File: config.mk
export PLATFORM = sky130hd
export DESIGN_NAME = wav_riff_header_parser
export DESIGN_NICKNAME = d
export VERILOG_FILES = /design/src/design/wrp_pkg.sv /design/src/design/wrp_parser.sv /design/src/design/wav_riff_header_parser.sv
export SDC_FILE = /design/constraint.sdc
export NUM_CORES = 1
export LEC_CHECK = 0
export BUFFER_PORTS_ARGS = -buffer_cell sky130_fd_sc_hd__buf_2
export CAP_MARGIN = 20
export CORE_ASPECT_RATIO = 0.8
export CORE_MARGIN = 1.5
export CORE_UTILIZATION = 35
export DETAILED_ROUTE_END_ITERATION = 8
export PLACE_DENSITY_LB_ADDON = 0.05
export SETUP_SLACK_MARGIN = 0.15
export SLEW_MARGIN = 20
export SYNTH_ARGS = -nofsm -noshare
export SYNTH_HDL_FRONTEND = slang
export SYNTH_HIERARCHICAL = 1
export SYNTH_SLANG_ARGS = --single-unit
File: constraint.sdc
create_clock -name clock -period 30.2 [get_ports clock]
set_input_delay 3.02 -clock clock [delete_from_list [all_inputs] [get_ports clock]]
set_output_delay 3.02 -clock clock [all_outputs]
set_load 0.1 [all_outputs]
File: src/design/wrp_pkg.sv
// Shared types and constants of the WAV header parser.
package wrp_pkg;

   localparam logic [31:0] TAG_RIFF = 32'h4646_4952;
   localparam logic [31:0] TAG_WAVE = 32'h4556_4157;
   localparam logic [31:0] TAG_FMT  = 32'h2074_6D66;
   localparam logic [31:0] TAG_DATA = 32'h6174_6164;

   localparam logic [2:0] ST_OK       = 3'd0;
   localparam logic [2:0] ST_BADRIFF  = 3'd1;
   localparam logic [2:0] ST_BADWAVE  = 3'd2;
   localparam logic [2:0] ST_TRUNC    = 3'd3;
   localparam logic [2:0] ST_NOFMT    = 3'd4;
   localparam logic [2:0] ST_SHORTFMT = 3'd5;

   localparam int RSP_BITS = 117;
   localparam int RSP_DATA_BITS = 120;

   typedef struct packed {
      logic [31:0] audio_length;
      logic [31:0] audio_start;
      logic [15:0] frame_bytes;
      logic [31:0] rate_hz;
      logic [1:0]  sample_format;
      logic [2:0]  status;
   } wrp_result_type;

endpackage

File: src/design/wrp_parser.sv
// Parse state of the RIFF/WAVE walk and its one-byte update logic.
module wrp_parser (
   input  logic                    clock,
   input  logic                    reset,
   input  logic                    step,
   input  logic [7:0]              data_byte,
   input  logic                    first_byte,
   input  logic                    last_byte,
   output logic                    emit,
   output wrp_pkg::wrp_result_type result
);
   import wrp_pkg::*;

   localparam logic [2:0] PH_RIFF  = 3'd0;
   localparam logic [2:0] PH_RSIZE = 3'd1;
   localparam logic [2:0] PH_WAVE  = 3'd2;
   localparam logic [2:0] PH_CTAG  = 3'd3;
   localparam logic [2:0] PH_CSIZE = 3'd4;
   localparam logic [2:0] PH_FMT   = 3'd5;
   localparam logic [2:0] PH_SKIP  = 3'd6;
   localparam logic [2:0] PH_DONE  = 3'd7;

   logic [2:0]  phase_ff, phase_in;
   logic [4:0]  field_count_ff, field_count_in;
   logic [31:0] shift_word_ff, shift_word_in;
   logic [31:0] chunk_tag_ff, chunk_tag_in;
   logic [32:0] skip_left_ff, skip_left_in;
   logic [31:0] byte_position_ff, byte_position_in;
   logic        have_format_ff, have_format_in;
   logic [15:0] channel_count_ff, channel_count_in;
   logic [15:0] sample_bits_ff, sample_bits_in;
   logic [31:0] rate_store_ff, rate_store_in;
   logic [15:0] align_store_ff, align_store_in;
   logic        finished_ff, finished_in;

   always_comb begin
      logic was_finished;
      if (first_byte) begin
         phase_in         = PH_RIFF;
         field_count_in   = '0;
         shift_word_in    = '0;
         chunk_tag_in     = '0;
         skip_left_in     = '0;
         byte_position_in = '0;
         have_format_in   = 1'b0;
         channel_count_in = 16'd2;
         sample_bits_in   = 16'd16;
         rate_store_in    = '0;
         align_store_in   = '0;
         finished_in      = 1'b0;
      end else begin
         phase_in         = phase_ff;
         field_count_in   = field_count_ff;
         shift_word_in    = shift_word_ff;
         chunk_tag_in     = chunk_tag_ff;
         skip_left_in     = skip_left_ff;
         byte_position_in = byte_position_ff;
         have_format_in   = have_format_ff;
         channel_count_in = channel_count_ff;
         sample_bits_in   = sample_bits_ff;
         rate_store_in    = rate_store_ff;
         align_store_in   = align_store_ff;
         finished_in      = finished_ff;
      end
      emit = 1'b0;
      result = '0;
      was_finished = finished_in;

      if (!was_finished) begin
         byte_position_in = byte_position_in + 32'd1;
         if (phase_in == PH_SKIP) begin
            if (skip_left_in != '0) begin
               skip_left_in = skip_left_in - 33'd1;
            end
            if (skip_left_in == '0) begin
               phase_in = PH_CTAG;
               field_count_in = '0;
            end
         end else begin
            shift_word_in = {data_byte, shift_word_in[31:8]};
            field_count_in = field_count_in + 5'd1;
            if (phase_in == PH_FMT) begin
               if (field_count_in == 5'd4) begin
                  channel_count_in = shift_word_in[31:16];
               end else if (field_count_in == 5'd8) begin
                  rate_store_in = shift_word_in;
               end else if (field_count_in == 5'd14) begin
                  align_store_in = shift_word_in[31:16];
               end else if (field_count_in == 5'd16) begin
                  sample_bits_in = shift_word_in[31:16];
                  have_format_in = 1'b1;
                  field_count_in = '0;
                  phase_in = (skip_left_in == '0) ? PH_CTAG : PH_SKIP;
               end
            end else if (field_count_in >= 5'd4) begin
               field_count_in = '0;
               unique case (phase_in)
                  PH_RIFF: begin
                     if (shift_word_in != TAG_RIFF) begin
                        emit = 1'b1;
                        result.status = ST_BADRIFF;
                     end else begin
                        phase_in = PH_RSIZE;
                     end
                  end
                  PH_RSIZE: begin
                     phase_in = PH_WAVE;
                  end
                  PH_WAVE: begin
                     if (shift_word_in != TAG_WAVE) begin
                        emit = 1'b1;
                        result.status = ST_BADWAVE;
                     end else begin
                        phase_in = PH_CTAG;
                     end
                  end
                  PH_CTAG: begin
                     chunk_tag_in = shift_word_in;
                     phase_in = PH_CSIZE;
                  end
                  default: begin
                     if (chunk_tag_in == TAG_DATA) begin
                        emit = 1'b1;
                        if (!have_format_in) begin
                           result.status = ST_NOFMT;
                        end else begin
                           result.status = ST_OK;
                           result.sample_format = {channel_count_in != 16'd1,
                                                   sample_bits_in != 16'd8};
                           result.rate_hz = rate_store_in;
                           result.frame_bytes = align_store_in;
                           result.audio_start = byte_position_in;
                           result.audio_length = shift_word_in;
                        end
                     end else if (chunk_tag_in == TAG_FMT) begin
                        if (shift_word_in < 32'd16) begin
                           emit = 1'b1;
                           result.status = ST_SHORTFMT;
                        end else begin
                           skip_left_in = {1'b0, shift_word_in - 32'd16}
                                          + {32'd0, shift_word_in[0]};
                           phase_in = PH_FMT;
                        end
                     end else begin
                        skip_left_in = {1'b0, shift_word_in}
                                       + {32'd0, shift_word_in[0]};
                        phase_in = (skip_left_in == '0) ? PH_CTAG : PH_SKIP;
                     end
                  end
               endcase
            end
         end
      end

      if (!emit && last_byte && !was_finished) begin
         emit = 1'b1;
         result = '0;
         result.status = ST_TRUNC;
      end
      if (emit) begin
         finished_in = 1'b1;
         phase_in = PH_DONE;
      end
   end

   always_ff @(posedge clock) begin
      if (reset) begin
         phase_ff         <= PH_RIFF;
         field_count_ff   <= '0;
         shift_word_ff    <= '0;
         chunk_tag_ff     <= '0;
         skip_left_ff     <= '0;
         byte_position_ff <= '0;
         have_format_ff   <= 1'b0;
         channel_count_ff <= 16'd2;
         sample_bits_ff   <= 16'd16;
         rate_store_ff    <= '0;
         align_store_ff   <= '0;
         finished_ff      <= 1'b0;
      end else if (step) begin
         phase_ff         <= phase_in;
         field_count_ff   <= field_count_in;
         shift_word_ff    <= shift_word_in;
         chunk_tag_ff     <= chunk_tag_in;
         skip_left_ff     <= skip_left_in;
         byte_position_ff <= byte_position_in;
         have_format_ff   <= have_format_in;
         channel_count_ff <= channel_count_in;
         sample_bits_ff   <= sample_bits_in;
         rate_store_ff    <= rate_store_in;
         align_store_ff   <= align_store_in;
         finished_ff      <= finished_in;
      end
   end

   property p_done_is_finished;
      @(posedge clock) disable iff (reset)
         (phase_ff == PH_DONE) == finished_ff;
   endproperty
   a_done_is_finished: assert property (p_done_is_finished)
      else $error("parse phase and finished flag disagree");

   property p_fmt_needs_skip_path;
      @(posedge clock) disable iff (reset)
         (phase_ff == PH_SKIP) |-> (skip_left_ff != '0);
   endproperty
   a_fmt_needs_skip_path: assert property (p_fmt_needs_skip_path)
      else $error("skip phase entered with nothing left to skip");

endmodule

File: src/design/wav_riff_header_parser.sv
// Top level of the WAV header parser: request register, parser and response register.
//
// Requests carry one byte of a WAV file each: req_tdata is the byte, req_tuser
// marks the first byte of a new file and req_tlast the final byte of the stream.
// The block checks the RIFF and WAVE tags, walks the chunk headers, captures the
// fmt fields and sends one response when the data chunk header is complete, or an
// error response on a bad tag, a missing or short fmt chunk, or truncation.
// Most requests produce no response; bytes after a response are dropped until a
// request with req_tuser set starts a new file.
// A request is registered on acceptance and parsed from the request register
// once the response register is free; a response is then registered for rsp_tvalid.
// One request is taken every cycle unless parsing stalls; the rate is set by the parse
// state update. A response waits in its register while rsp_tready is low;
// parsing then stalls and req_tready drops once the request register is full.
// Reset clears the parse state to the start of a file and empties both registers.
module wav_riff_header_parser (
   input  logic         clock,
   input  logic         reset,
   input  logic         req_tvalid,
   output logic         req_tready,
   input  logic [7:0]   req_tdata,   // data_byte
   input  logic         req_tuser,   // first_byte
   input  logic         req_tlast,   // last_byte
   output logic         rsp_tvalid,
   input  logic         rsp_tready,
   output logic [119:0] rsp_tdata    // status, sample_format, rate_hz,
                                     // frame_bytes, audio_start, audio_length, zero pad
);
   import wrp_pkg::*;

   logic           in_valid_ff, in_valid_in;
   logic [7:0]     in_byte_ff;
   logic           in_first_ff;
   logic           in_last_ff;
   logic           rsp_valid_ff, rsp_valid_in;
   wrp_result_type rsp_ff;
   logic           out_free;
   logic           step;
   logic           emit;
   wrp_result_type result;

   assign out_free   = !rsp_valid_ff || rsp_tready;
   assign step       = in_valid_ff && out_free;
   assign req_tready = !in_valid_ff || out_free;

   always_comb begin
      if (req_tvalid && req_tready) begin
         in_valid_in = 1'b1;
      end else if (step) begin
         in_valid_in = 1'b0;
      end else begin
         in_valid_in = in_valid_ff;
      end
      if (step) begin
         rsp_valid_in = emit;
      end else if (rsp_tready) begin
         rsp_valid_in = 1'b0;
      end else begin
         rsp_valid_in = rsp_valid_ff;
      end
   end

   always_ff @(posedge clock) begin
      if (reset) begin
         in_valid_ff  <= 1'b0;
         rsp_valid_ff <= 1'b0;
      end else begin
         in_valid_ff  <= in_valid_in;
         rsp_valid_ff <= rsp_valid_in;
      end
   end

   always_ff @(posedge clock) begin
      if (req_tvalid && req_tready) begin
         in_byte_ff  <= req_tdata;
         in_first_ff <= req_tuser;
         in_last_ff  <= req_tlast;
      end
      if (step && emit) begin
         rsp_ff <= result;
      end
   end

   wrp_parser u_parser (
      .clock      (clock),
      .reset      (reset),
      .step       (step),
      .data_byte  (in_byte_ff),
      .first_byte (in_first_ff),
      .last_byte  (in_last_ff),
      .emit       (emit),
      .result     (result)
   );

   assign rsp_tvalid = rsp_valid_ff;
   assign rsp_tdata  = {{(RSP_DATA_BITS - RSP_BITS){1'b0}}, rsp_ff};

   property p_stalled_request_held;
      @(posedge clock) disable iff (reset)
         (in_valid_ff && !out_free) |=> in_valid_ff;
   endproperty
   a_stalled_request_held: assert property (p_stalled_request_held)
      else $error("request dropped while the response register was full");

   property p_response_from_step;
      @(posedge clock) disable iff (reset)
         $rose(rsp_valid_ff) |-> $past(step);
   endproperty
   a_response_from_step: assert property (p_response_from_step)
      else $error("response appeared without a parsed request");

   property p_error_fields_zero;
      @(posedge clock) disable iff (reset)
         (rsp_valid_ff && rsp_ff.status != ST_OK) |->
            (rsp_ff.audio_length == '0 && rsp_ff.audio_start == '0
             && rsp_ff.rate_hz == '0 && rsp_ff.frame_bytes == '0);
   endproperty
   a_error_fields_zero: assert property (p_error_fields_zero)
      else $error("error response carries nonzero fields");

endmodule
Word-level counts from Yosys, hierarchy flattened
Cells that the tools add are included.
- register bits: 348
- input bits: 14
- output and inout port bits: 122
- logic and storage cells: 186
- add/sub/neg operators: 6
- order comparisons: 2
- equality and inequality tests: 15
- mux-type cells: 114
- bitwise logic cells: 3
- reduce and logical (&&, ||, !) cells: 22
- operator list (cell ; count):
    2-to-1 mux 32 bit ; 17
    2-to-1 mux 33 bit ; 12
    2-to-1 mux 16 bit ; 20
    logical NOT 33 bit ; 3
    adder 32 x 1 -> 33 bit ; 2
    2-to-1 mux 3 bit ; 22
    inequality test 32 x 31 -> 1 bit, second input constant ; 2
    2-to-1 mux 5 bit ; 10
    nonzero test 33 bit ; 1
    subtractor 33 x 1 -> 33 bit, second input constant ; 1
    adder 32 x 1 -> 32 bit, second input constant ; 1
    equality test 32 x 30 -> 1 bit, second input constant ; 1
    equality test 32 x 31 -> 1 bit, second input constant ; 1
    less-than comparator 32 x 5 -> 1 bit, second input constant ; 1
    subtractor 32 x 5 -> 32 bit, second input constant ; 1
    2-to-1 mux 1 bit ; 25
    inequality test 16 x 1 -> 1 bit, second input constant ; 1
    inequality test 16 x 4 -> 1 bit, second input constant ; 1
    one-hot mux 3 bit (4 select lines) ; 1
    OR reduction 11 bit ; 1
    equality test 5 x 4 -> 1 bit, second input constant ; 2
    2-to-1 mux 2 bit ; 5
    one-hot mux 3 bit (3 select lines) ; 1
    equality test 3 x 2 -> 1 bit, second input constant ; 2
    16 further kinds ; 28

Depth between registers and ports, before layout
Gate-level depths: netlist of the first run.
- word-level depth: 15
- depth in mapped cells: 24
- gate-level depth less buffers: 14

Cells and area by module
Netlist of the first run, hierarchy kept.
- modules (own cells, without submodules) (module ; times used ; cells an instance ; area an instance (um^2) ; sequential area each (um^2)):
    wrp_parser ; 1 ; 2122 ; 15130.8 ; 4224.1
    wav_riff_header_parser ; 1 ; 142 ; 3942.5 ; 3853.7

Worst setup path before layout of the first run
OpenSTA, ideal clock, no wires.
- kind: register to register
- start point: reg in_first_ff
- end point: reg rsp_ff, in the netlist rsp_tdata[0], enable pin
- library setup time: 0.609 ns
- data arrival time: 9.409 ns
- data required time: 29.591 ns
- slack: 20.182 ns
- stages on the path, launching flop included: 21
- path through: edfxtp_1 > buf_6 > buf_6 > clkinv_1 > clkbuf_1 > buf_2 > buf_1 > buf_1 > buf_2 > buf_1 > nand2_1 > inv_1 > ha_1 > and3_1 > mux2i_1 > a2111oi_0 > o211ai_1 > a22oi_2 > nand2b_1 > nand2_1 > nor2b_1
- longest elaborated chain between the ends: 15
- elaborated cells between the ends (all ways): 35
- RTL lines (element ; line ; text):
    start, declared ; wav_riff_header_parser.sv:33 ; logic in_first_ff;
    start signal, assigned ; wav_riff_header_parser.sv:76 ; in_first_ff <= req_tuser;
    2-to-1 mux 32 bit ; wrp_parser.sv:38 ; if (first_byte) begin
    less-than comparator 32 x 5 -> 1 bit ; wrp_parser.sv:136 ; if (shift_word_in < 32'd16) begin
    2-to-1 mux 1 bit ; wrp_parser.sv:136 ;
    2-to-1 mux 1 bit ; wrp_parser.sv:135 ; end else if (chunk_tag_in == TAG_FMT) begin
    2-to-1 mux 1 bit ; wrp_parser.sv:122 ; if (chunk_tag_in == TAG_DATA) begin
    one-hot mux 1 bit (3 select lines) ; wrp_parser.sv:97 ; unique case (phase_in)
    2-to-1 mux 1 bit ; wrp_parser.sv:95 ; end else if (field_count_in >= 5'd4) begin
    2-to-1 mux 1 bit ; wrp_parser.sv:82 ; if (phase_in == PH_FMT) begin
    2-to-1 mux 1 bit ; wrp_parser.sv:71 ; if (phase_in == PH_SKIP) begin
    2-to-1 mux 1 bit ; wrp_parser.sv:69 ; if (!was_finished) begin
    logical NOT 1 bit ; wrp_parser.sv:155 ; if (!emit && last_byte && !was_finished) begin
    logical AND 1 bit (2 in a row) ; wrp_parser.sv:155 ;
    2-to-1 mux 1 bit * ; wrp_parser.sv:155 ;
    via emit ; wav_riff_header_parser.sv:39 ; logic emit;
    logical AND 1 bit * ; wav_riff_header_parser.sv:79 ; if (step && emit) begin
    end signal, assigned ; wav_riff_header_parser.sv:80 ; rsp_ff <= result;
    end, declared ; wav_riff_header_parser.sv:36 ; wrp_result_type rsp_ff;
Mark *: on every way through the listed nets, which the timed path passes. The rest lies on a longest branch.
A chain may end at the register's enable or synchronous reset.

Worst setup path after layout of the first run
- start point: in rsp_tready
- end point: out req_tready
- longest elaborated chain between the ends: 2
- RTL lines (element ; line ; text):
    start, declared ; wav_riff_header_parser.sv:25 ; input logic rsp_tready,
    logical OR 1 bit ; wav_riff_header_parser.sv:42 ; assign out_free = !rsp_valid_ff || rsp_tready;
    logical OR 1 bit ; wav_riff_header_parser.sv:44 ; assign req_tready = !in_valid_ff || out_free;
    end, declared ; wav_riff_header_parser.sv:20 ; output logic req_tready,
No other way between the ends.

==> results.ini, run 1 <==
[critical_path]
worstPathCellList=buf_2, nand3b_4, buf_2
path_common_cell=buf_2
end_kind=primary output
worstSetupStartpointType=input pin
crit_path_max_incr_delay_ns=0.43
cp_max_fo=3
ff2ff_path_depth=15
cp.depth=3
crit_family=buffers and inverters
critPathSlowestCell=buf_2
worstSetupPathType=input pin to primary output
worstPathArrival_ns=3.65
crit_required_ns=27.18
crit_buf_inv=2

[global_route]
grt_max_degree=118
grt_overflow=0
grt_usage_pct=24.5
grt_pass1_wl_mm=105
grt_pass1_vias=16417
antenna_found_initial=1

[logic_synthesis]
synthDistinctLibCells=99
avgSynthCellArea_sq_um=8.42
ys_async_sr_fraction_pct=0
synth-seq-area-share_pct=42.4
synth_top_area_share_pct=22.4
synth_edf_count=127
synth_seq_cells=340
synthFlopType=dfxtp_1
synth.area.top_cells=dfxtp_1 (22%), edfxtp_1 (20%), nor2_1 (6.7%), a22oi_1 (5.5%), nand2_1 (3.7%)
syn_inst=2264
yosys_warnings=6
synth.cell_area_sq_mm=0.0191
synth_top_area_cell=dfxtp_1

[floorplan]
chipWidth_um=264
start_util_pct=35.4
chipHeight_um=212
rows=76
dieArea_sq_mm=0.0559
pin_count=136
coreArea_sq_mm=0.0538

[timing]
tightestPinTransition_ns=1.03
final_hold_viol_count=0
rsz0062_at_grt=no
max_freq_mhz=150
fin_crit_ns=6.67
slew_headroom_pct=31.1
setup_viol_count_final=0
tns_ns=0
period_share_pct=22.1
hold_slack_ns=0.488
fin_worst_skew_ns=0.0156
finalMaxSlewViolations=0

[clock_tree]
clk_pin_slew_ns=0.05
post-cts-setup-buffer-count=0
cts_root_buf=clkbuf_16
cts.sinks=340
hold_buffers=0
ctsResizeCount=0
cts_made_buffers=40
cts_tree=done
insertion_delay_ns=0.57
htree_levels=2
cts.path.max_buffers=3

[detailed_routing]
drc=0
dr_total_vias=17673
ant_nets=0
wl_per_cell_um=23.2
drt_first_pass_iters=5
postRouteWirelength_mm=70.3
drt_iter0_drc=1822
via_per_inst=5.83

[pwr]
p_leak_nw=7.82
swShare_pct=27.5
p_switching_w=0.000298
powerDensity_mw_per_mm2=50.4
clockPowerShare_pct=43.5
p_seq_share_pct=45.1
internal-power_w=0.000787
pwr-share-comb_pct=11.4
ir_drop_mv=0.0365

[placed_design]
place.gp.congestion=0.951
hpwl_mm=47.9
placed_area_sq_mm=0.0203
placement.io_buffers=132

[cells_and_area]
drive_gt1_share_pct=12.5
syn_to_final_growth_pct=12.9
antenna_cells=0
layout.nets=2321
design_area_sq_mm=0.0215

[hold_path]
hold_class=register to register
whs_path_depth=2

[flow_run]
maxCapViolations=0

[outcome]
status=finished clean

## stage by stage
stage	setup WS, ns	utilization, %	power [W]	cells
after floorplan	20.18	-	0.000584	2266
after global placement	23.52	37.6	0.000620	2957
after detailed placement	23.52	37.6	0.000620	2957
after CTS	23.52	40.0	0.00110	3030
after global routing	23.50	40.0	0.00113	3030
final	23.53	40.0	0.00108	3030
## power by group through the flow
stage	logic (W)	clock network [W]	registers [W]
6_report	0.000124	0.000472	0.000489
2_1_floorplan	0.0000798	0	0.000504
3_5_place_dp	0.000122	0	0.000499
4_1_cts	0.000122	0.000486	0.000489
5_1_grt	0.000133	0.000504	0.000490
3_3_place_gp	0.000121	0	0.000499
## cell families after synthesis
kind of cell / after synthesis / share of synthesized area (%)
and+or+nand+nor: 1024 / 27.4
AOI/OAI and AO/OA: 537 / 18.7
DFF: 340 / 42.4
buffers and inverters: 219 / 4.64
xor gates and xnor gates: 115 / 5.28
muxes: 18 / 0.977
adders and majority gates: 10 / 0.656
other: 1 / 0.0197
## worst reg2reg max path, stage by stage (launching register included)
cell and delay (ns):
edfxtp_1 0.32, buf_4 0.44, inv_2 0.34, nand2_1 0.18
inv_1 0.07, ha_1 0.24, nor2_1 0.13, o21ai_0 0.12
and2_0 0.26, a2111oi_0 0.83, o211ai_1 0.28, a22oi_2 0.30
or2_1 0.25, nand4_1 0.24, buf_4 0.37, nor3_1 0.66
## layout by cell type (no fill, tap or decap), types with 9 or more instances in the layout
cell / n
clkinv_1: 11
a211oi_1: 17
mux2i_1: 13
clkbuf_16: 42
nor2_1: 337
a22oi_1: 141
nand3_1: 53
and4_1: 11
nand2b_1: 17
nand2_1: 188
o22ai_1: 13
a31oi_1: 25
a21oi_1: 119
clkbuf_1: 11
buf_2: 131
nor4_1: 34
xor2_1: 42
nand3b_1: 12
or4_1: 15
nor2b_1: 48
and2_1: 75
inv_1: 23
edfxtp_1: 127
and3_1: 38
ha_1: 10
xnor2_1: 73
o21ai_0: 107
a311oi_1: 9
buf_4: 48
or3_1: 28
dfxtp_1: 213
nand4_1: 38
nor3_1: 66
## routing by layer
| layer | global-route usage, % | vias to the layer above | share of wire [%] | routed length, um |
|---|---|---|---|---|
| li1 | - | 8273 | - | - |
| met1 | 37.0 | 8675 | 49 | 34200 |
| met2 | 35.1 | 632 | 41 | 29000 |
| met3 | 4.59 | 93 | 7.7 | 5410 |
| met4 | 7.17 | 0 | 2.3 | 1650 |
| met5 | 0 | - | 0 | 0 |
## worst paths after layout
kind                                                                  from                                    endpoint  slack [ns]
worst max-delay path                                            rsp_tready                                  req_tready       23.53
worst min-delay path            u_parser/byte_position_ff[21]$_SDFFE_PP0P_  u_parser/byte_position_ff[21]$_SDFFE_PP0P_        0.49
worst max register to register                       in_first_ff$_DFFE_PP_                     rsp_tdata[74]$_DFFE_PP_       24.89
worst min register to register  u_parser/byte_position_ff[21]$_SDFFE_PP0P_  u_parser/byte_position_ff[21]$_SDFFE_PP0P_        0.49
## final cells by class
class / instances / area [sq um]
Fill cell: 5492 / 32300
Timing Repair Buffer: 181 / 1050
Multi-Input combinational cell: 1707 / 10200
Clock inverter: 16 / 115
Clock buffer: 57 / 1150
Tap cell: 702 / 878
Sequential cell: 340 / 8080
Inverter: 27 / 101
## flip-flops by register name, summed over array words and instances, names as in the netlist, 5 cells and up
register                   count
rsp_tdata                    117
u_parser/skip_left_ff         33
u_parser/byte_position_ff     32
u_parser/chunk_tag_ff         32
u_parser/rate_store_ff        32
u_parser/shift_word_ff        24
u_parser/align_store_ff       16
u_parser/channel_count_ff     16
u_parser/sample_bits_ff       16
in_byte_ff                     8
u_parser/field_count_ff        5
## synth_stat cells, drive strengths merged (28+ instances only)
| library cell | n |
|---|---|
| and2 | 79 |
| xor2 | 42 |
| xnor2 | 73 |
| clkbuf | 145 |
| nand3 | 54 |
| buf | 47 |
| nor2b | 50 |
| edfxtp | 127 |
| nor3 | 71 |
| nand2 | 190 |
| nand4 | 39 |
| and3 | 38 |
| dfxtp | 213 |
| nor4 | 43 |
| a22oi | 142 |
| nor2 | 340 |
| or3 | 28 |
| a21oi | 121 |
| o21ai | 113 |
Note: power is estimated with default switching activity, not from simulation.
==> inputs of run 2 (changes only) <==
==> constraint.sdc (replaced) <==
create_clock -name clock -period 7 [get_ports clock]
set_input_delay 0.7 -clock clock [delete_from_list [all_inputs] [get_ports clock]]
set_output_delay 0.7 -clock clock [all_outputs]
set_load 0.1 [all_outputs]
==> run 2 against run 1 <==
  * Global-route usage is 0.39 points higher
  * Setup slack worse by 22 ns
  * Critical path type is now register to register
  * Register-to-register slack worse by 23 ns
  * Die area stayed put
  * Non-clock buffer count is 2 lower
==> results.ini, run 2 (synthesis gave the netlist of run 1 again) <==
[outcome]
status=finished clean

[clock_tree]
ctsResizeCount=0  ; unchanged
clk_pin_slew_ns=0.06  ; about the same
cts_root_buf=clkbuf_16
hold_buffers=0  ; unchanged
cts_tree=done
htree_levels=2  ; unchanged
cts.path.max_buffers=3  ; unchanged
cts.sinks=340  ; unchanged
cts_made_buffers=39  ; -2.5%
insertion_delay_ns=0.57  ; about the same
post-cts-setup-buffer-count=0  ; unchanged

[detailed_routing]
wl_per_cell_um=23.7  ; +2.0%
drc=0  ; unchanged
ant_nets=0  ; unchanged
postRouteWirelength_mm=71.6  ; +1.9%
drt_first_pass_iters=8  ; +3
via_per_inst=5.91  ; +1.3%
dr_total_vias=17878  ; +1.2%
drt_iter0_drc=2009  ; +10%

[cells_and_area]
antenna_cells=0  ; unchanged
regArea_sq_mm=0.00808  ; unchanged
final_common_cell=nor2_1
drive_gt1_share_pct=12.7  ; +0.23 points
layout_common_cells=nor2_1 (337), dfxtp_1 (213), nand2_1 (188)
syn_to_final_growth_pct=12.7
multi_input_comb_area_sq_mm=0.0102  ; about the same
nFillCells=5465  ; -0.49%
layout.nets=2318  ; -0.13%
largest_reg_flops=117  ; unchanged

[pwr]
ir_drop_mv=0.170  ; +370%
p_leak_nw=7.82  ; about the same
powerDensity_mw_per_mm2=217  ; +330%
p_total_w=0.00467  ; +330%

[global_route]
grt_max_degree=116  ; -1.7%
antenna_found_initial=2  ; +1
grt_usage_pct=24.9  ; +0.39 points
grt_pass1_vias=16314  ; -0.63%
grt_overflow=0  ; unchanged
grt_pass1_wl_mm=107  ; +1.7%

[critical_path]
worstPathArrival_ns=5.19  ; +1.54 ns
crit_path_max_incr_delay_ns=0.98  ; +0.55 ns
crit_family=compound AO/OA/AOI/OAI gates
cp_max_fo=115  ; +112
crit_required_ns=7.19  ; -19.99 ns
critPathSlowestCell=a2111oi_0
worstSetupStartpointType=register
worstPathCellList=buf_12, nor2b_1, ha_1, nor2_1, o21ai_0, and2_0, a2111oi_0, o211ai_1, a22oi_2, nand2b_1, nand2_1, nor2b_4, buf_4
end_kind=register
worstSetupPathType=register to register
crit_buf_inv=2  ; unchanged

[hold_path]
hold_class=input pin to register

[timing]
period_share_pct=71.4
fin_crit_ns=5.00
finalMaxSlewViolations=0  ; unchanged
tightestPinTransition_ns=1.05  ; +0.0250 ns
hold_slack_ns=0.319  ; -0.169 ns
rsz0062_at_grt=no
max_freq_mhz=200
slew_headroom_pct=28.1  ; -3.0 points
tns_ns=0  ; unchanged
fin_worst_skew_ns=0.0262  ; +0.0106 ns
final_hold_viol_count=0  ; unchanged
setup_viol_count_final=0  ; unchanged

[placed_design]
hpwl_mm=48.9  ; +2.0%
place.gp.congestion=0.966  ; +1.5%
placement.io_buffers=132  ; unchanged

[floorplan]
chipWidth_um=264  ; unchanged
chipHeight_um=212  ; unchanged
dieArea_sq_mm=0.0559  ; unchanged
coreArea_sq_mm=0.0538  ; unchanged
rows=76  ; unchanged
pin_count=136  ; unchanged
start_util_pct=35.4  ; unchanged

[flow_run]
maxCapViolations=0  ; unchanged

==> run 2: changes by cell type in the layout (fill, tap and decap cells not counted), sizes merged <==
cell / delta
buf: -2
clkinvlp: -1
clkinv: -1
inv: +1
==> run 2: layout make-up <==
| type | instances | area share [%] |
|---|---|---|
| Multi-Input combinational cell | 1707 | 47.3 |
| Sequential cell | 340 | 37.6 |
| Clock buffer | 57 | 5.23 |
| Timing Repair Buffer | 179 | 4.80 |
| Tap cell | 702 | 4.09 |
| Clock inverter | 15 | 0.559 |
| Inverter | 27 | 0.471 |
==> run 2: path summary, 6_finish.rpt <==
path / startpoint / to / slack, ns / cells after the start
max: in_first_ff$_DFFE_PP_ / rsp_tdata[12]$_DFFE_PP_ / 2.00 / 13
min: req_tdata[7] / in_byte_ff[7]$_DFFE_PP_ / 0.32 / 1
max reg2reg: in_first_ff$_DFFE_PP_ / rsp_tdata[12]$_DFFE_PP_ / 2.00 / 13
min reg2reg: u_parser/field_count_ff[4]$_SDFFE_PP0P_ / u_parser/field_count_ff[4]$_SDFFE_PP0P_ / 0.48 / 1
==> run 2: worst register-to-register path, cell delays in order (launching register included) <==
cell       delay (ns)
edfxtp_1         0.40
buf_12           0.46
nor2b_1          0.20
ha_1             0.31
nor2_1           0.15
o21ai_0          0.13
and2_0           0.26
a2111oi_0        0.98
o211ai_1         0.28
a22oi_2          0.25
nand2b_1         0.25
nand2_1          0.14
nor2b_4          0.13
buf_4            0.61
==> run 2: metal layers <==
metal	share of wire [%]	wire (um)	track usage, %
met5	0.0098	7	0
met4	2.0	1450	6.30
met3	8.1	5790	4.05
met2	42	29800	35.9
met1	48	34600	38.2
==> run 2: report_power, final <==
group	total, W	internal [W]	switching [W]
Sequential	0.00211	0.00207	0.0000383
Clock	0.00202	0.00116	0.000863
Combinational	0.000539	0.000145	0.000394
==> run 2: metrics by stage <==
step | std cells | util [%] | area [sq um] | setup slack (ns)
after detailed placement | 2954 | 37.6 | 20200 | 2.04
after floorplan | 2266 | - | 19100 | 0.580
after global routing | 3027 | 39.9 | 21500 | 1.67
after global placement | 2954 | 37.6 | 20200 | 2.07
final | 3027 | 39.9 | 21500 | 2.00
after CTS | 3026 | 39.9 | 21500 | 2.03
==> inputs of run 3 (changes only) <==
--- a/config.mk
+++ b/config.mk
@@ -5,6 +5,7 @@
 export SDC_FILE = /design/constraint.sdc
 export NUM_CORES = 1
 export LEC_CHECK = 0
+export ABC_AREA = 1
 export BUFFER_PORTS_ARGS = -buffer_cell sky130_fd_sc_hd__buf_2
 export CAP_MARGIN = 20
 export CORE_ASPECT_RATIO = 0.8
==> constraint.sdc (replaced) <==
create_clock -name clock -period 5 [get_ports clock]
set_input_delay 0.5 -clock clock [delete_from_list [all_inputs] [get_ports clock]]
set_output_delay 0.5 -clock clock [all_outputs]
set_load 0.1 [all_outputs]
==> run 3 against run 2 <==
  * Clock skew increased by 0.0014 ns
  * Power increased by 63%
  * Largest power group is now clock
  * Highest routed layer unchanged
  * Flip-flop and latch count unchanged
==> results.ini, run 3 <==
[pwr]
pwr-share-comb_pct=18.5  ; +7.0 points
powerDensity_mw_per_mm2=314  ; +45%
p_switching_w=0.00245  ; +89%
p_seq_share_pct=40.2  ; -4.9 points
swShare_pct=32.2  ; +4.5 points
ir_drop_mv=0.240  ; +41%
clockPowerShare_pct=41.3  ; -2.0 points
p_leak_nw=9.90  ; +27%
internal-power_w=0.00516  ; +53%

[logic_synthesis]
synth_common_cells=nand2_1 (555), nor2_1 (435), inv_1 (384)
synth_seq_cells=340  ; unchanged
synth.area.top_cells=dfxtp_1 (20%), edfxtp_1 (18%), nand2_1 (9.8%), nor2_1 (7.7%), inv_1 (6.8%)
synth_top_area_share_pct=20.1  ; -2.2 points
synth_edf_count=127  ; unchanged
synthDistinctLibCells=53  ; -46%
synth_top_area_cell=dfxtp_1
ys_async_sr_fraction_pct=0  ; unchanged
synthFlopType=dfxtp_1
synth.cell_area_sq_mm=0.0212  ; +11%
avgSynthCellArea_sq_um=6.97  ; -17%
yosys_warnings=6  ; unchanged
synth-seq-area-share_pct=38.1  ; -4.2 points
syn_inst=3041  ; +34%
synth_most_common_cell=nand2_1

[critical_path]
r2r_start=in_first_ff$_DFFE_PP_
ff2ff_path_depth=13  ; unchanged
crit_family=simple AND/OR/NAND/NOR gates
end_kind=register
worstSetupPathType=register to register
crit_path_end=rsp_tdata[79]$_DFFE_PP_
worstPathCellList=buf_12, nor2_1, nand4_1, nor3_1, nand3_1, o31ai_1, a21oi_2, o21ai_4, nand3_4, nand2_4, inv_4, nor2_4, buf_4
crit_required_ns=5.24  ; -1.95 ns
crit_path_max_incr_delay_ns=0.73  ; -0.25 ns
cp.depth=13  ; unchanged
cp-startpoint=in_first_ff$_DFFE_PP_
crit_buf_inv=3  ; +1
critPathSlowestCell=nor2_1
r2r_slack_ns=0.61  ; -1.39 ns
worstPathArrival_ns=4.63  ; -0.56 ns
r2r-end=rsp_tdata[79]$_DFFE_PP_
worstSetupStartpointType=register
cp_max_fo=94  ; -18%

[global_route]
grt_pass1_vias=20483  ; +26%
grt_pass1_wl_mm=134  ; +26%
grt_usage_pct=29.0  ; +4.1 points
grt_overflow=0  ; unchanged
grt_max_degree=95  ; -18%
antenna_found_initial=8  ; +6

[placed_design]
hpwl_mm=67.3  ; +38%
dp.cells=3865  ; +31%
place.gp.congestion=1.00  ; +3.8%
placement.io_buffers=132  ; unchanged

[hold_path]
hold_class=input pin to register

[clock_tree]
insertion_delay_ns=0.60  ; +0.03 ns
htree_levels=2  ; unchanged
ctsResizeCount=0  ; unchanged
cts_made_buffers=42  ; +7.7%
clk_pin_slew_ns=0.06  ; about the same
cts.path.max_buffers=3  ; unchanged
hold_buffers=0  ; unchanged
cts.sinks=340  ; unchanged
cts_tree=done
post-cts-setup-buffer-count=0  ; unchanged
cts_root_buf=clkbuf_16

[detailed_routing]
drt_first_pass_iters=6  ; -2
ant_nets=0  ; unchanged
via_per_inst=5.51  ; -6.7%
postRouteWirelength_mm=91.3  ; +27%
drt_iter0_drc=2455  ; +22%
dr_total_vias=21728  ; +22%
wl_per_cell_um=23.1  ; -2.2%
drc=0  ; unchanged

[floorplan]
chipWidth_um=278  ; +5.3%
pin_count=136  ; unchanged
chipHeight_um=223  ; +5.3%
start_util_pct=35.5  ; about the same
coreArea_sq_mm=0.0598  ; +11%
rows=80  ; +5.3%
dieArea_sq_mm=0.0620  ; +11%

[flow_run]
maxCapViolations=0  ; unchanged

[timing]
setup_viol_count_final=0  ; unchanged
tightestPinTransition_ns=1.11  ; +0.0593 ns
rsz0062_at_grt=no
final_hold_viol_count=0  ; unchanged
period_share_pct=87.8  ; +16 points
fin_worst_skew_ns=0.0276  ; +0.00136 ns
fin_crit_ns=4.39  ; -0.607 ns
max_freq_mhz=228  ; +14%
slew_headroom_pct=25.7  ; -2.4 points
tns_ns=0  ; unchanged
finalMaxSlewViolations=0  ; unchanged

[cells_and_area]
layout_common_cells=nand2_1 (550), nor2_1 (430), inv_1 (376)
drive_gt1_share_pct=12.7  ; +0.025 points
nFillCells=6311  ; +15%
largest_reg_flops=117  ; unchanged
final_common_cell=nand2_1
final_cell_count_no_fill=3943  ; +30%
layout.nets=3154  ; +36%
syn_to_final_growth_pct=14.3

[outcome]
status=finished clean

[run 3: how the worst min path moves through the flow]
| stage | start | to | slack (ns) | cells after the start |
|---|---|---|---|---|
| 2_1_floorplan | u_parser/sample_bits_ff[4]$_SDFFE_PP1P_ | u_parser/sample_bits_ff[4]$_SDFFE_PP1P_ | 0.44 | 2 |
| 3_3_place_gp | u_parser/channel_count_ff[10]$_SDFFE_PP0P_ | u_parser/channel_count_ff[10]$_SDFFE_PP0P_ | 0.45 | 2 |
| 3_5_place_dp | u_parser/rate_store_ff[5]$_SDFFE_PP0P_ | u_parser/rate_store_ff[5]$_SDFFE_PP0P_ | 0.46 | 2 |
| 4_1_cts | req_tdata[6] | in_byte_ff[6]$_DFFE_PP_ | 0.05 | 1 |
| 5_1_grt | req_tlast | in_last_ff$_DFFE_PP_ | 0.06 | 1 |
| 6_report | req_tdata[6] | in_byte_ff[6]$_DFFE_PP_ | 0.09 | 1 |
[run 3: cell type report]
type / count / area, sq um / area share [%]
diodes: 2 / 5.00 / 0.0207
clock buffers: 56 / 1190 / 4.93
clock inverters: 20 / 203 / 0.837
inverters: 401 / 1520 / 6.27
multi-input cells: 2143 / 11000 / 45.4
flip-flops and latches: 340 / 8080 / 33.4
well taps: 779 / 975 / 4.02
repair buffers: 202 / 1240 / 5.11
[run 3: layer usage]
| metal | GRT usage, % | routed length (um) |
|---|---|---|
| met1 | 41.7 | 42300 |
| met2 | 41.4 | 37000 |
| met3 | 7.33 | 8560 |
| met4 | 11.1 | 3310 |
| met5 | 0 | 26 |
[run 3: worst reg2reg max path: stages, from the launching register on]
cell	delay [ns]
edfxtp_1	0.47
buf_12	0.30
nor2_1	0.76
nand4_1	0.32
nor3_1	0.21
nand3_1	0.17
o31ai_1	0.39
a21oi_2	0.13
o21ai_4	0.23
nand3_4	0.15
nand2_4	0.14
inv_4	0.05
nor2_4	0.28
buf_4	0.43
[run 3: logic make-up after synthesis]
kind of cell,count (synthesis),synth area share [%]
compound gates,689,18.8
xor+xnor,104,4.33
fa+ha+maj,10,0.590
buf+inv,560,10.5
flops,340,38.1
other cells,1,0.0177
simple gates,1337,27.6
[run 3: power by group through the flow]
stage	sequential [W]	combinational (W)	clock, W
after global placement	0.00312	0.00137	0
after global routing	0.00307	0.00153	0.00333
after floorplan	0.00321	0.000849	0
after detailed placement	0.00312	0.00137	0
after CTS	0.00306	0.00138	0.00323
final	0.00306	0.00141	0.00314
[run 3: per-stage QoR]
stage	utilization [%]	power (W)	instance area, sq um	hold WS [ns]	worst slack, ns
floorplan	-	0.00406	21300	0.442	0.00514
global placement	38.2	0.00449	22800	0.452	0.776
detailed placement	38.2	0.00449	22800	0.455	0.654
CTS	40.5	0.00767	24200	0.0526	0.639
global route	40.5	0.00793	24200	0.0629	0.355
finish	40.5	0.00761	24200	0.0905	0.609
